--- config.mk ---
export PLATFORM = sky130hd
export DESIGN_NAME = rtf_to_html_byte_filter_core_flat
export DESIGN_NICKNAME = d
export VERILOG_FILES = /design/src/design/rtfh_pkg.sv /design/src/design/rtfh_if.sv /design/src/design/rtf_to_html_byte_filter_core.sv /design/src/flat_wrapper.sv
export SDC_FILE = /design/constraint.sdc
export NUM_CORES = 1
export LEC_CHECK = 0
export BUFFER_PORTS_ARGS = -buffer_cell sky130_fd_sc_hd__buf_2
export CAP_MARGIN = 20
export CORE_MARGIN = 1
export CORE_UTILIZATION = 50
export DETAILED_ROUTE_END_ITERATION = 8
export PLACE_DENSITY = 0.66
export SLEW_MARGIN = 10
export SYNTH_ARGS = -nofsm -noshare
export SYNTH_HDL_FRONTEND = slang
export SYNTH_SLANG_ARGS = --single-unit
--- constraint.sdc ---
create_clock -name clock -period 7.6 [get_ports clock]
set_input_delay 0.38 -clock clock [delete_from_list [all_inputs] [get_ports clock]]
set_output_delay 0.38 -clock clock [all_outputs]
set_load 0.03 [all_outputs]
--- src/design/rtfh_pkg.sv ---
package rtfh_pkg;

   // Partial control word held between requests.
   typedef enum logic [2:0] {
      PH_IDLE,
      PH_BS,
      PH_U,
      PH_NUM,
      PH_P,
      PH_PA,
      PH_PAR,
      PH_Q
   } phase_type;

   localparam int unsigned MAX_RESULTS = 10;
   localparam int unsigned SEG_BYTES   = 10;

   localparam logic [7:0] CH_BSL   = 8'h5C;
   localparam logic [7:0] CH_U     = 8'h75;
   localparam logic [7:0] CH_P     = 8'h70;
   localparam logic [7:0] CH_A     = 8'h61;
   localparam logic [7:0] CH_R     = 8'h72;
   localparam logic [7:0] CH_D     = 8'h64;
   localparam logic [7:0] CH_Q     = 8'h71;
   localparam logic [7:0] CH_C     = 8'h63;
   localparam logic [7:0] CH_MINUS = 8'h2D;
   localparam logic [7:0] CH_AMP   = 8'h26;
   localparam logic [7:0] CH_LT    = 8'h3C;
   localparam logic [7:0] CH_ZERO  = 8'h30;
   localparam logic [7:0] CH_NINE  = 8'h39;

   // A run of output bytes; the first byte sits in the low bits.
   typedef struct packed {
      logic [3:0]              len;
      logic [SEG_BYTES*8-1:0]  bytes;
   } seg_type;

   localparam seg_type SEG_NONE    = '{len: 4'd0, bytes: '0};
   localparam seg_type SEG_BSL     = '{len: 4'd1, bytes: 80'h5C};
   localparam seg_type SEG_BSL_U   = '{len: 4'd2, bytes: 80'h755C};
   localparam seg_type SEG_BSL_P   = '{len: 4'd2, bytes: 80'h705C};
   localparam seg_type SEG_BSL_PA  = '{len: 4'd3, bytes: 80'h61705C};
   localparam seg_type SEG_BSL_Q   = '{len: 4'd2, bytes: 80'h715C};
   localparam seg_type SEG_PARA    = '{len: 4'd5, bytes: 80'h0A3E2F703C};
   localparam seg_type SEG_CENTER  = '{len: 4'd8, bytes: 80'h3E7265746E65633C};
   localparam seg_type SEG_ECENTER = '{len: 4'd9, bytes: 80'h3E7265746E65632F3C};
   localparam seg_type SEG_AMP     = '{len: 4'd5, bytes: 80'h3B706D6126};
   localparam seg_type SEG_LT      = '{len: 4'd4, bytes: 80'h3B746C26};

   function automatic logic is_digit(logic [7:0] c);
      return (c >= CH_ZERO) && (c <= CH_NINE);
   endfunction

   // Signed value wrapped to 16 bits, as 1 to 3 UTF-8 bytes.
   function automatic seg_type utf8_seg(logic [15:0] mag, logic neg);
      logic [15:0] u;
      seg_type     s;
      u = neg ? (16'd0 - mag) : mag;
      s = SEG_NONE;
      if (u < 16'h0080) begin
         s.len   = 4'd1;
         s.bytes = {72'd0, u[7:0]};
      end else if (u < 16'h0800) begin
         s.len   = 4'd2;
         s.bytes = {64'd0, 2'b10, u[5:0], 3'b110, u[10:6]};
      end else begin
         s.len   = 4'd3;
         s.bytes = {56'd0, 2'b10, u[5:0], 2'b10, u[11:6], 4'b1110, u[15:12]};
      end
      return s;
   endfunction

   function automatic seg_type fresh_seg(logic [7:0] c);
      seg_type s;
      if (c == CH_AMP) begin
         s = SEG_AMP;
      end else if (c == CH_LT) begin
         s = SEG_LT;
      end else if (c == CH_BSL) begin
         s = SEG_NONE;
      end else begin
         s.len   = 4'd1;
         s.bytes = {72'd0, c};
      end
      return s;
   endfunction

   function automatic seg_type flush_seg(phase_type ph, logic [15:0] mag, logic neg);
      seg_type s;
      unique case (ph)
         PH_BS:   s = SEG_BSL;
         PH_U:    s = SEG_BSL_U;
         PH_NUM:  s = utf8_seg(mag, neg);
         PH_P:    s = SEG_BSL_P;
         PH_PA:   s = SEG_BSL_PA;
         PH_PAR:  s = SEG_PARA;
         PH_Q:    s = SEG_BSL_Q;
         default: s = SEG_NONE;
      endcase
      return s;
   endfunction

   function automatic seg_type seg_cat(seg_type a, seg_type b);
      seg_type s;
      s.len   = a.len + b.len;
      s.bytes = a.bytes | (b.bytes << {a.len, 3'b000});
      return s;
   endfunction

endpackage

--- src/design/rtfh_if.sv ---
interface rtfh_req_if;
   logic       valid;
   logic       ready;
   logic [7:0] in_byte;
   logic       end_of_text;

   modport source (output valid, output in_byte, output end_of_text, input ready);
   modport sink   (input valid, input in_byte, input end_of_text, output ready);
endinterface

interface rtfh_rsp_if;
   logic       valid;
   logic       ready;
   logic [7:0] out_byte;
   logic       byte_valid;
   logic       last_of_text;

   modport source (output valid, output out_byte, output byte_valid, output last_of_text,
                   input ready);
   modport sink   (input valid, input out_byte, input byte_valid, input last_of_text,
                   output ready);
endinterface

--- src/design/rtf_to_html_byte_filter_core.sv ---
// Channel   Direction  Payload
// req_if    in         in_byte[7:0], end_of_text
// rsp_if    out        out_byte[7:0], byte_valid, last_of_text
//
// A request is decoded in the cycle it is accepted and its whole expansion (0 to 10
// bytes) lands in one result register, which then hands out one byte per cycle while
// rsp_if is ready. A request that yields several bytes holds the result register until
// they have all left; requests that yield one byte or none stream at one per cycle.
// The next request is taken while the last pending byte leaves.
// Reset is synchronous and clears the match state, centering flag and result count.
// A stalled rsp_if holds the current byte and blocks req_if once it is the last one.
module rtf_to_html_byte_filter_core (
   input  logic       clock,
   input  logic       reset,
   rtfh_req_if.sink   req_if,
   rtfh_rsp_if.source rsp_if
);
   import rtfh_pkg::*;

   phase_type   phase_ff, phase_in;
   logic [15:0] number_ff, number_in;
   logic        negative_ff, negative_in;
   logic        center_ff, center_in;

   logic [SEG_BYTES*8-1:0] buf_ff, buf_in;
   logic [3:0]             count_ff, count_in;
   logic                   last_ff, last_in;
   logic                   marker_ff, marker_in;

   logic       req_fire;
   logic       rsp_fire;
   logic [7:0] c;
   logic       eot;
   logic       do_fresh;
   seg_type    seg_head, seg_fresh, seg_flush, seg_all;

   assign c   = req_if.in_byte;
   assign eot = req_if.end_of_text;

   assign req_if.ready = (count_ff == 4'd0) || ((count_ff == 4'd1) && rsp_if.ready);
   assign req_fire     = req_if.valid && req_if.ready;
   assign rsp_fire     = rsp_if.valid && rsp_if.ready;

   assign rsp_if.valid        = (count_ff != 4'd0);
   assign rsp_if.out_byte     = buf_ff[7:0];
   assign rsp_if.byte_valid   = !marker_ff;
   assign rsp_if.last_of_text = last_ff && (count_ff == 4'd1);

   always_comb begin
      phase_in    = PH_IDLE;
      number_in   = number_ff;
      negative_in = negative_ff;
      center_in   = center_ff;
      seg_head    = SEG_NONE;
      seg_fresh   = SEG_NONE;
      seg_flush   = SEG_NONE;
      do_fresh    = 1'b0;

      unique case (phase_ff)
         PH_BS: begin
            if (c == CH_U) begin
               phase_in = PH_U;
            end else if (c == CH_P) begin
               phase_in = PH_P;
            end else if (c == CH_Q) begin
               phase_in = PH_Q;
            end else begin
               seg_head = SEG_BSL;
               do_fresh = 1'b1;
            end
         end
         PH_U: begin
            if ((c == CH_MINUS) || is_digit(c)) begin
               negative_in = (c == CH_MINUS);
               number_in   = (c == CH_MINUS) ? 16'd0 : {12'd0, c[3:0]};
               phase_in    = PH_NUM;
            end else begin
               seg_head = SEG_BSL_U;
               do_fresh = 1'b1;
            end
         end
         PH_NUM: begin
            if (is_digit(c)) begin
               number_in = (number_ff << 3) + (number_ff << 1) + {12'd0, c[3:0]};
               phase_in  = PH_NUM;
            end else begin
               // The byte that ends the number is dropped.
               seg_head = utf8_seg(number_ff, negative_ff);
            end
         end
         PH_P: begin
            if (c == CH_A) begin
               phase_in = PH_PA;
            end else begin
               seg_head = SEG_BSL_P;
               do_fresh = 1'b1;
            end
         end
         PH_PA: begin
            if (c == CH_R) begin
               phase_in = PH_PAR;
            end else begin
               seg_head = SEG_BSL_PA;
               do_fresh = 1'b1;
            end
         end
         PH_PAR: begin
            if (c == CH_D) begin
               if (center_ff) begin
                  seg_head  = SEG_ECENTER;
                  center_in = 1'b0;
               end
            end else begin
               seg_head = SEG_PARA;
               do_fresh = 1'b1;
            end
         end
         PH_Q: begin
            if (c == CH_C) begin
               if (!center_ff) begin
                  seg_head  = SEG_CENTER;
                  center_in = 1'b1;
               end
            end else begin
               seg_head = SEG_BSL_Q;
               do_fresh = 1'b1;
            end
         end
         default: begin
            do_fresh = 1'b1;
         end
      endcase

      if (do_fresh) begin
         seg_fresh = fresh_seg(c);
         if (c == CH_BSL) begin
            phase_in = PH_BS;
         end
      end

      // At end of text whatever is still held goes out, and the state starts over.
      if (eot) begin
         seg_flush   = flush_seg(phase_in, number_in, negative_in);
         phase_in    = PH_IDLE;
         number_in   = 16'd0;
         negative_in = 1'b0;
         center_in   = 1'b0;
      end

      seg_all = seg_cat(seg_cat(seg_head, seg_fresh), seg_flush);
   end

   always_comb begin
      buf_in    = buf_ff;
      count_in  = count_ff;
      last_in   = last_ff;
      marker_in = marker_ff;
      if (req_fire) begin
         if (eot && (seg_all.len == 4'd0)) begin
            buf_in    = '0;
            count_in  = 4'd1;
            last_in   = 1'b1;
            marker_in = 1'b1;
         end else begin
            buf_in    = seg_all.bytes;
            count_in  = seg_all.len;
            last_in   = eot;
            marker_in = 1'b0;
         end
      end else if (rsp_fire) begin
         buf_in   = buf_ff >> 8;
         count_in = count_ff - 4'd1;
      end
   end

   always_ff @(posedge clock) begin
      if (reset) begin
         phase_ff    <= PH_IDLE;
         number_ff   <= 16'd0;
         negative_ff <= 1'b0;
         center_ff   <= 1'b0;
         count_ff    <= 4'd0;
         last_ff     <= 1'b0;
         marker_ff   <= 1'b0;
      end else begin
         if (req_fire) begin
            phase_ff    <= phase_in;
            number_ff   <= number_in;
            negative_ff <= negative_in;
            center_ff   <= center_in;
         end
         count_ff  <= count_in;
         last_ff   <= last_in;
         marker_ff <= marker_in;
      end
   end

   always_ff @(posedge clock) begin
      buf_ff <= buf_in;
   end

   a_count_bound: assert property (@(posedge clock) disable iff (reset)
      count_ff <= 4'(MAX_RESULTS))
      else $error("result register holds more bytes than one request can yield");

   a_marker_alone: assert property (@(posedge clock) disable iff (reset)
      (marker_ff && (count_ff != 4'd0)) |-> (count_ff == 4'd1) && last_ff)
      else $error("empty end marker is not a lone final result");

   a_eot_clears: assert property (@(posedge clock) disable iff (reset)
      (req_fire && eot) |=> (phase_ff == PH_IDLE) && !center_ff && (number_ff == 16'd0)
         && !negative_ff)
      else $error("state not returned to start after end of text");

   a_eot_delivers: assert property (@(posedge clock) disable iff (reset)
      (req_fire && eot) |=> (count_ff != 4'd0) && last_ff)
      else $error("end of text produced no final result");

   a_ready_drain: assert property (@(posedge clock) disable iff (reset)
      req_if.ready |-> (count_ff <= 4'd1))
      else $error("request taken while earlier bytes are still pending");

endmodule
--- src/flat_wrapper.sv ---
// flat-port wrapper written by rule: the top's interface ports become plain ports
module rtf_to_html_byte_filter_core_flat import rtfh_pkg::*;
  (clock, reset, req_if_valid, req_if_in_byte, req_if_end_of_text, req_if_ready, rsp_if_valid, rsp_if_out_byte, rsp_if_byte_valid, rsp_if_last_of_text, rsp_if_ready);
  rtfh_req_if req_if_i ();
  rtfh_rsp_if rsp_if_i ();
  input  logic clock;
  input  logic reset;
  input wire logic [$bits(req_if_i.valid)-1:0] req_if_valid;
  input wire logic [$bits(req_if_i.in_byte)-1:0] req_if_in_byte;
  input wire logic [$bits(req_if_i.end_of_text)-1:0] req_if_end_of_text;
  output wire logic [$bits(req_if_i.ready)-1:0] req_if_ready;
  output wire logic [$bits(rsp_if_i.valid)-1:0] rsp_if_valid;
  output wire logic [$bits(rsp_if_i.out_byte)-1:0] rsp_if_out_byte;
  output wire logic [$bits(rsp_if_i.byte_valid)-1:0] rsp_if_byte_valid;
  output wire logic [$bits(rsp_if_i.last_of_text)-1:0] rsp_if_last_of_text;
  input wire logic [$bits(rsp_if_i.ready)-1:0] rsp_if_ready;
  assign req_if_i.valid = req_if_valid;
  assign req_if_i.in_byte = req_if_in_byte;
  assign req_if_i.end_of_text = req_if_end_of_text;
  assign req_if_ready = req_if_i.ready;
  assign rsp_if_valid = rsp_if_i.valid;
  assign rsp_if_out_byte = rsp_if_i.out_byte;
  assign rsp_if_byte_valid = rsp_if_i.byte_valid;
  assign rsp_if_last_of_text = rsp_if_i.last_of_text;
  assign rsp_if_i.ready = rsp_if_ready;
  rtf_to_html_byte_filter_core u_core (.clock(clock), .reset(reset), .req_if(req_if_i), .rsp_if(rsp_if_i));
endmodule
* After elaboration in Yosys (flattened, before gate mapping) *
Index checks and enable logic that the tools add are counted.

word-level totals
  logic and storage cells = 132
  flip-flop bits (word level) = 107
  input port bits = 13
  output and inout port bits = 12

cells by class
  mux-type cells = 64
  add/sub/neg operators = 7
  eq/ne operators = 28
  shift operators = 2
  bitwise operators = 2
  order comparisons = 6
  reductions and logical operators = 15

operator list
  cell                   number
  $pmux 84 s7            2
  $mux 84                13
  $mux 81                4
  $mux 82                3
  $mux 80                3
  $or 80x80->80          2
  $shl 80x7->80          2
  $mux 16                5
  $eq 8x7->1 const B     8
  $lt 16x12->1 const B   2
  $lt 16x8->1 const B    2
  $pmux 16 s2            1
  $sub 1x16->16 const A  2
  $eq 3x3->1 const B     8
  $eq 8x6->1 const B     3
  $mux 3                 8
  $add 16x16->16         1
  $add 16x4->16          1
  $mux 1                 16
  $mux 4                 4
  $pmux 3 s5             1
  $eq 3x2->1 const B     4
  $add 4x4->4            2
  $ge 8x6->1 const B     1
  other kinds (16)       26

* Longest topological paths before layout *
  word-level depth = 17
  mapped depth = 29
  mapped depth without buffers = 26

* Worst setup path after synthesis *
Ideal clock, no wire load.

  path kind = reg2reg
  from = register u_core.number_ff[2]
  to = register u_core.buf_ff[60], data pin
  arrival = 6320 ps
  clock period less this slack = 6596 ps
  cell stages (with the launch flop) = 24
  data required time = 7324 ps
  buffers on the path = 1
  setup slack = 1004 ps
  library setup time = 276 ps
  cell sequence = dfxtp_1 > fa_1 > fa_1 > a21o_1 > a221oi_1 > xnor2_1 > a22o_1 > a211o_1 > nor4_4 > mux2_4 > o22ai_1 > o21ai_2 > clkbuf_1 > o21ai_0 > a21oi_1 > ha_1 > fa_1 > xor2_1 > nor4b_1 > a21o_2 > nor3_2 > and3_4 > a2111oi_4 > o311ai_1

between the ends
  word-level cells in the longest chain between the ends = 16
  elaborated cells on any way between the ends = 31
  those cells by class = add/sub (6); order compare (4); shift (2); mux (15); bitwise (2); reduce/logical (2)

ends and longest elaborated chain
  what                                                                     RTL line                             text
  from (decl)                                                              rtf_to_html_byte_filter_core.sv:21   logic [15:0] number_ff, number_in;
  from (signal assigned)                                                   rtf_to_html_byte_filter_core.sv:188  number_ff <= number_in;
  parallel branches: the longest is 14 deep, another holds $add 16x16->16  n/a
  $mux 80 (*)                                                              rtf_to_html_byte_filter_core.sv:159  if (eot && (seg_all.len == 4'd0)) begin
  $mux 80 (*)                                                              rtf_to_html_byte_filter_core.sv:158  if (req_fire) begin
  via u_core.buf_in[60]                                                    rtf_to_html_byte_filter_core.sv:25   logic [SEG_BYTES*8-1:0] buf_ff, buf_in;
  to (signal assigned)                                                     rtf_to_html_byte_filter_core.sv:199  buf_ff <= buf_in;
  to (decl)                                                                rtf_to_html_byte_filter_core.sv:25

Mark *: on every way through the listed nets, which the timed path passes.
A chain may end at the register's enable or synchronous reset.

* Worst setup path after layout *
Ends and elaborated chain as after synthesis.

==> flow_summary.html <==
<table>
<tr><th>Metric</th><th>Value</th></tr>
<tr><th colspan="2">Run status</th></tr>
<tr><td>Result of the run</td><td>completed</td></tr>
<tr><th colspan="2">Setup path</th></tr>
<tr><td>Reg2reg setup slack</td><td>0.57 ns</td></tr>
<tr><td>Reg-to-reg critical path endpoint</td><td>u_core.buf_ff[60]</td></tr>
<tr><td>CP Capture Type</td><td>flop</td></tr>
<tr><td>Biggest fanout along the worst timing path</td><td>15</td></tr>
<tr><td>Critical Setup Path Class</td><td>flop to flop</td></tr>
<tr><td>CP Data Arrival Time</td><td>7.20 ns</td></tr>
<tr><td>Launch instance of the worst register-to-register path</td><td>u_core.number_ff[2]</td></tr>
<tr><td>Type of element launching the critical path</td><td>flop</td></tr>
<tr><td>Worst reg-to-reg path cell count</td><td>22</td></tr>
<tr><td>Launch point of the critical path</td><td>u_core.number_ff[2]</td></tr>
<tr><td>CP required</td><td>7.77 ns</td></tr>
<tr><th colspan="2">Clock tree</th></tr>
<tr><td>CTS tree</td><td>done</td></tr>
<tr><td>Clk slew on worst S/H paths</td><td>0.09 ns</td></tr>
<tr><td>Inserted Clock Buffers</td><td>9</td></tr>
<tr><td>Root Driver</td><td>sky130_fd_sc_hd__clkbuf_16</td></tr>
<tr><td>Post-cts repair resize count</td><td>0</td></tr>
<tr><td>Clock insertion delay at the later pin of the skew report</td><td>0.37 ns</td></tr>
<tr><td>Post-CTS Repair Setup Buffers</td><td>0</td></tr>
<tr><td># hold bufs at CTS</td><td>0</td></tr>
<tr><td>Max Root-Sink Buffers</td><td>2</td></tr>
<tr><td>Clock sink total</td><td>107</td></tr>
<tr><td>Number of H-tree branching levels</td><td>3</td></tr>
<tr><th colspan="2">Floorplanning</th></tr>
<tr><td>Die boundary height</td><td>149 um</td></tr>
<tr><td>Number of I/O pins</td><td>25</td></tr>
<tr><td>Floorplan die area</td><td>22100 um2</td></tr>
<tr><td>Site Rows</td><td>53</td></tr>
<tr><td>Die width</td><td>149 um</td></tr>
<tr><td>Initial core utilization</td><td>51.1%</td></tr>
<tr><td>Placeable Area</td><td>21000 um2</td></tr>
<tr><th colspan="2">Yosys</th></tr>
<tr><td>Mean post-synth cell area</td><td>7.99 um2</td></tr>
<tr><td>Register bit total from synthesis</td><td>107</td></tr>
<tr><td>Synth Net Count</td><td>1401</td></tr>
<tr><td>Most instantiated library cell after synthesis</td><td>sky130_fd_sc_hd__nor2_1</td></tr>
<tr><td>Count of flip-flops with a built-in enable after synthesis</td><td>80</td></tr>
<tr><td>Largest area contributor in the synthesized netlist</td><td>sky130_fd_sc_hd__edfxtp_1</td></tr>
<tr><td>Total standard cell area after synthesis</td><td>10700 um2</td></tr>
<tr><td>Count of different cell masters after synthesis</td><td>104</td></tr>
<tr><td>Synth top area share</td><td>22.3%</td></tr>
<tr><td>Top cells by area, synth</td><td>sky130_fd_sc_hd__edfxtp_1 22%, sky130_fd_sc_hd__a21oi_1 5.5%, sky130_fd_sc_hd__dfxtp_1 5.0%</td></tr>
<tr><td>Share of flip-flops with an asynchronous set or reset</td><td>0%</td></tr>
<tr><td>Top post-synthesis cells by count</td><td>139 x sky130_fd_sc_hd__nor2_1, 127 x sky130_fd_sc_hd__nand2_1, 119 x sky130_fd_sc_hd__a21oi_1</td></tr>
<tr><td>Yosys warnings</td><td>0</td></tr>
<tr><td>Syn Inst Count</td><td>1345</td></tr>
<tr><td>Main synth FF type</td><td>sky130_fd_sc_hd__edfxtp_1</td></tr>
<tr><td>Seq/Total Area, Yosys</td><td>27.4%</td></tr>
<tr><th colspan="2">Cells and area</th></tr>
<tr><td>Number of nets in the final layout</td><td>1378</td></tr>
<tr><td>Multi-input logic area</td><td>7300 um2</td></tr>
<tr><td>Summed area of non-filler cells in the final layout</td><td>11400 um2</td></tr>
<tr><td>Final antenna diode count</td><td>0</td></tr>
<tr><td>Fraction of layout instances using a drive strength above 1</td><td>11.0%</td></tr>
<tr><td>Fill count</td><td>2024</td></tr>
<tr><td>Layout overhead on the synthesized area</td><td>6.30%</td></tr>
<tr><td>Register area</td><td>2940 um2</td></tr>
<tr><th colspan="2">Pwr</th></tr>
<tr><td>Largest vdd supply drop</td><td>0.152 mV</td></tr>
<tr><td>Internal Pwr Total</td><td>1.54 mW</td></tr>
<tr><td>Pwr/cell area</td><td>230 nW/um2</td></tr>
<tr><td>Lkg Pwr</td><td>4.28 nW</td></tr>
<tr><td>Part of the total power dissipated in combinational logic</td><td>39.0%</td></tr>
<tr><td>Share of total power consumed by net switching</td><td>41.5%</td></tr>
<tr><td>Sequential fraction of design power</td><td>41.9%</td></tr>
<tr><td>Relative contribution of the clock network to total power</td><td>19.1%</td></tr>
<tr><td>Net switching power of the design</td><td>1.09 mW</td></tr>
<tr><th colspan="2">GRT</th></tr>
<tr><td>Total congestion overflow after global routing</td><td>0</td></tr>
<tr><td>Antenna violations before repair</td><td>1</td></tr>
<tr><td>Number of global-route vias before repair</td><td>10900</td></tr>
<tr><td>Maximum number of pins on one net before global-route repair</td><td>82</td></tr>
<tr><td>Global-route wire length before repair</td><td>68900 um</td></tr>
<tr><td>GRT Total Usage</td><td>41.6%</td></tr>
<tr><th colspan="2">Timing</th></tr>
<tr><td>Worst slack on hold paths</td><td>0.464 ns</td></tr>
<tr><td>Clock Skews</td><td>0.0128 ns</td></tr>
<tr><td>Relative max-transition margin</td><td>24.4%</td></tr>
<tr><td>Number of max-slew violations in the final report</td><td>0</td></tr>
<tr><td>Minimum period implied by the final worst setup slack</td><td>7.03 ns</td></tr>
<tr><td>Accumulated negative setup slack</td><td>0 ns</td></tr>
<tr><td>Period utilization</td><td>92.5%</td></tr>
<tr><td>Number of hold-slack violations in the final timing report</td><td>0</td></tr>
<tr><td>Tightest Pin Transition</td><td>1.13 ns</td></tr>
<tr><td>Unrepaired setup endpoints after global routing</td><td>no</td></tr>
<tr><td>Setup Viol. Count Final</td><td>0</td></tr>
<tr><td>Maximum clock rate</td><td>0.142 GHz</td></tr>
<tr><th colspan="2">Drt</th></tr>
<tr><td>Vias per std cell</td><td>7.40</td></tr>
<tr><td>Count of vias placed by the detailed router</td><td>11900</td></tr>
<tr><td>Violation count after the first detailed-routing iteration</td><td>1926</td></tr>
<tr><td>Antenna violation net count after detailed routing</td><td>0</td></tr>
<tr><td>Detailed-route wire length</td><td>45300 um</td></tr>
<tr><td>First-pass detailed-route iteration total</td><td>8</td></tr>
<tr><td>Routed len/inst</td><td>28.3 um</td></tr>
<tr><td>DRC violations left</td><td>0</td></tr>
<tr><th colspan="2">Hold path</th></tr>
<tr><td>Start point of the worst hold path</td><td>u_core.last_ff</td></tr>
<tr><td>Hold Path Cell Cnt</td><td>2</td></tr>
<tr><td>Hold Path Class</td><td>flop to flop</td></tr>
<tr><td>Worst Hold Path EP</td><td>u_core.last_ff</td></tr>
<tr><th colspan="2">Placement</th></tr>
<tr><td>Final HPWL from detailed placement</td><td>33600 um</td></tr>
<tr><td>Placement-stage cell area</td><td>11100 um2</td></tr>
<tr><td>Weighted congestion reported at the end of routability-driven placement</td><td>1.03</td></tr>
<tr><td>Number of port buffers</td><td>24</td></tr>
<tr><th colspan="2">Job</th></tr>
<tr><td>MaxCap Viol Count</td><td>0</td></tr>
</table>
-- power by group through the flow --
stage	registers [mW]	clock network [mW]	logic, mW
4_1_cts	1.09	0.498	1.00
6_report	1.10	0.502	1.02
2_1_floorplan	1.06	0	0.721
3_5_place_dp	1.10	0	1.00
5_1_grt	1.11	0.519	1.09
3_3_place_gp	1.10	0	0.996
-- critical path, stage by stage (launching register included) --
cell	delay, ns
sky130_fd_sc_hd__dfxtp_1	0.50
sky130_fd_sc_hd__fa_1	0.52
sky130_fd_sc_hd__fa_1	0.54
sky130_fd_sc_hd__a21o_1	0.24
sky130_fd_sc_hd__a221oi_2	0.37
sky130_fd_sc_hd__xnor2_1	0.14
sky130_fd_sc_hd__a22o_1	0.30
sky130_fd_sc_hd__a211o_1	0.33
sky130_fd_sc_hd__nor4_4	0.42
sky130_fd_sc_hd__mux2_4	0.35
sky130_fd_sc_hd__o22ai_1	0.34
sky130_fd_sc_hd__o211ai_1	0.21
sky130_fd_sc_hd__nand2_1	0.13
sky130_fd_sc_hd__o21ai_0	0.16
sky130_fd_sc_hd__ha_1	0.32
sky130_fd_sc_hd__a21o_1	0.16
sky130_fd_sc_hd__a21oi_1	0.23
sky130_fd_sc_hd__xnor2_2	0.14
sky130_fd_sc_hd__a21oi_4	0.50
sky130_fd_sc_hd__nand2_1	0.27
sky130_fd_sc_hd__nor4_1	0.49
sky130_fd_sc_hd__a2111oi_4	0.05
sky130_fd_sc_hd__o311ai_1	0.12
-- cell families (layout without fill, tap and decap cells) --
| family | Yosys count | after routing | synth area share (%) |
|---|---|---|---|
| adders and majority gates | 43 | 43 | 5.21 |
| DFF | 107 | 107 | 27.4 |
| and+or+nand+nor | 486 | 486 | 23.2 |
| AOI/OAI and AO/OA | 529 | 529 | 34.5 |
| buffers and inverters | 125 | 107 | 4.90 |
| muxes | 13 | 13 | 1.29 |
| xor gates and xnor gates | 42 | 42 | 3.56 |
-- cell type report --
| class | count | area share (%) |
|---|---|---|
| clock buffers | 9 | 1.97 |
| well taps | 275 | 3.01 |
| flip-flops and latches | 107 | 25.8 |
| repair buffers | 67 | 3.99 |
| multi-input cells | 1113 | 63.9 |
| inverters | 24 | 0.799 |
| clock inverters | 7 | 0.558 |
-- through the flow --
| step | setup slack, ns | instances | util [%] | power (mW) |
|---|---|---|---|---|
| after floorplan | 1.00 | 1345 | - | 1.78 |
| after global placement | 0.626 | 1586 | 52.9 | 2.10 |
| after detailed placement | 0.419 | 1586 | 52.9 | 2.11 |
| after CTS | 0.530 | 1602 | 54.3 | 2.59 |
| after global routing | 0.194 | 1602 | 54.4 | 2.73 |
| final | 0.568 | 1602 | 54.4 | 2.63 |
-- cells in the final DEF (no fill, tap or decap), types with 9 or more instances in the layout --
master	netlist	final
sky130_fd_sc_hd__a21o_1	16	16
sky130_fd_sc_hd__a21oi_1	119	119
sky130_fd_sc_hd__nand4_1	10	10
sky130_fd_sc_hd__nor2_1	139	138
sky130_fd_sc_hd__edfxtp_1	80	80
sky130_fd_sc_hd__inv_1	22	21
sky130_fd_sc_hd__clkbuf_16	0	9
sky130_fd_sc_hd__xnor2_1	30	30
sky130_fd_sc_hd__a22o_1	15	15
sky130_fd_sc_hd__mux2i_1	9	9
sky130_fd_sc_hd__ha_1	40	40
sky130_fd_sc_hd__o221ai_1	23	23
sky130_fd_sc_hd__a221oi_1	11	10
sky130_fd_sc_hd__and2_1	16	16
sky130_fd_sc_hd__o21a_1	12	12
sky130_fd_sc_hd__o22ai_1	19	19
sky130_fd_sc_hd__nand2_1	127	126
sky130_fd_sc_hd__buf_4	8	42
sky130_fd_sc_hd__or2_2	9	9
sky130_fd_sc_hd__buf_2	10	24
sky130_fd_sc_hd__nor3_1	38	38
sky130_fd_sc_hd__nand3_1	40	40
sky130_fd_sc_hd__a32oi_1	11	11
sky130_fd_sc_hd__xor2_1	10	10
sky130_fd_sc_hd__a22oi_1	35	35
sky130_fd_sc_hd__nor2b_1	10	10
sky130_fd_sc_hd__o211ai_1	14	14
sky130_fd_sc_hd__dfxtp_1	27	27
sky130_fd_sc_hd__and3_1	13	13
sky130_fd_sc_hd__nor4_1	10	10
sky130_fd_sc_hd__a211oi_1	20	20
sky130_fd_sc_hd__a31oi_1	27	27
sky130_fd_sc_hd__nand2b_1	14	14
sky130_fd_sc_hd__or3_1	9	9
sky130_fd_sc_hd__o21ai_1	9	9
sky130_fd_sc_hd__o31ai_1	20	20
sky130_fd_sc_hd__o21ai_0	85	85
sky130_fd_sc_hd__o41ai_1	9	9
-- worst max-delay path by stage --
| stage | cells past startpoint | to |
|---|---|---|
| after floorplan | 23 | u_core.buf_ff[60] |
| after global placement | 24 | u_core.buf_ff[60] |
| after detailed placement | 24 | u_core.buf_ff[60] |
| after CTS | 23 | u_core.buf_ff[60] |
| after global routing | 23 | u_core.buf_ff[60] |
| final | 22 | u_core.buf_ff[60] |
-- flip-flops by register name, indices dropped and copies added, names as in the netlist --
signal and count:
u_core.count_ff 4, u_core.marker_ff 1, u_core.number_ff 16, u_core.center_ff 1, u_core.buf_ff 80, u_core.phase_ff 3, u_core.negative_ff 1, u_core.last_ff 1
-- per-layer routing --
layer / vias up / track usage, % / wire length (um) / share of wire, %
met5: - / 0 / 13 / 0.029
met4: 2 / 16.4 / 1980 / 4.4
met3: 166 / 9.69 / 6180 / 14
met2: 918 / 58.9 / 18500 / 41
met1: 5587 / 60.2 / 18700 / 41
li1: 5188 / - / - / -
No activity file was read; power rests on OpenSTA's default activity.
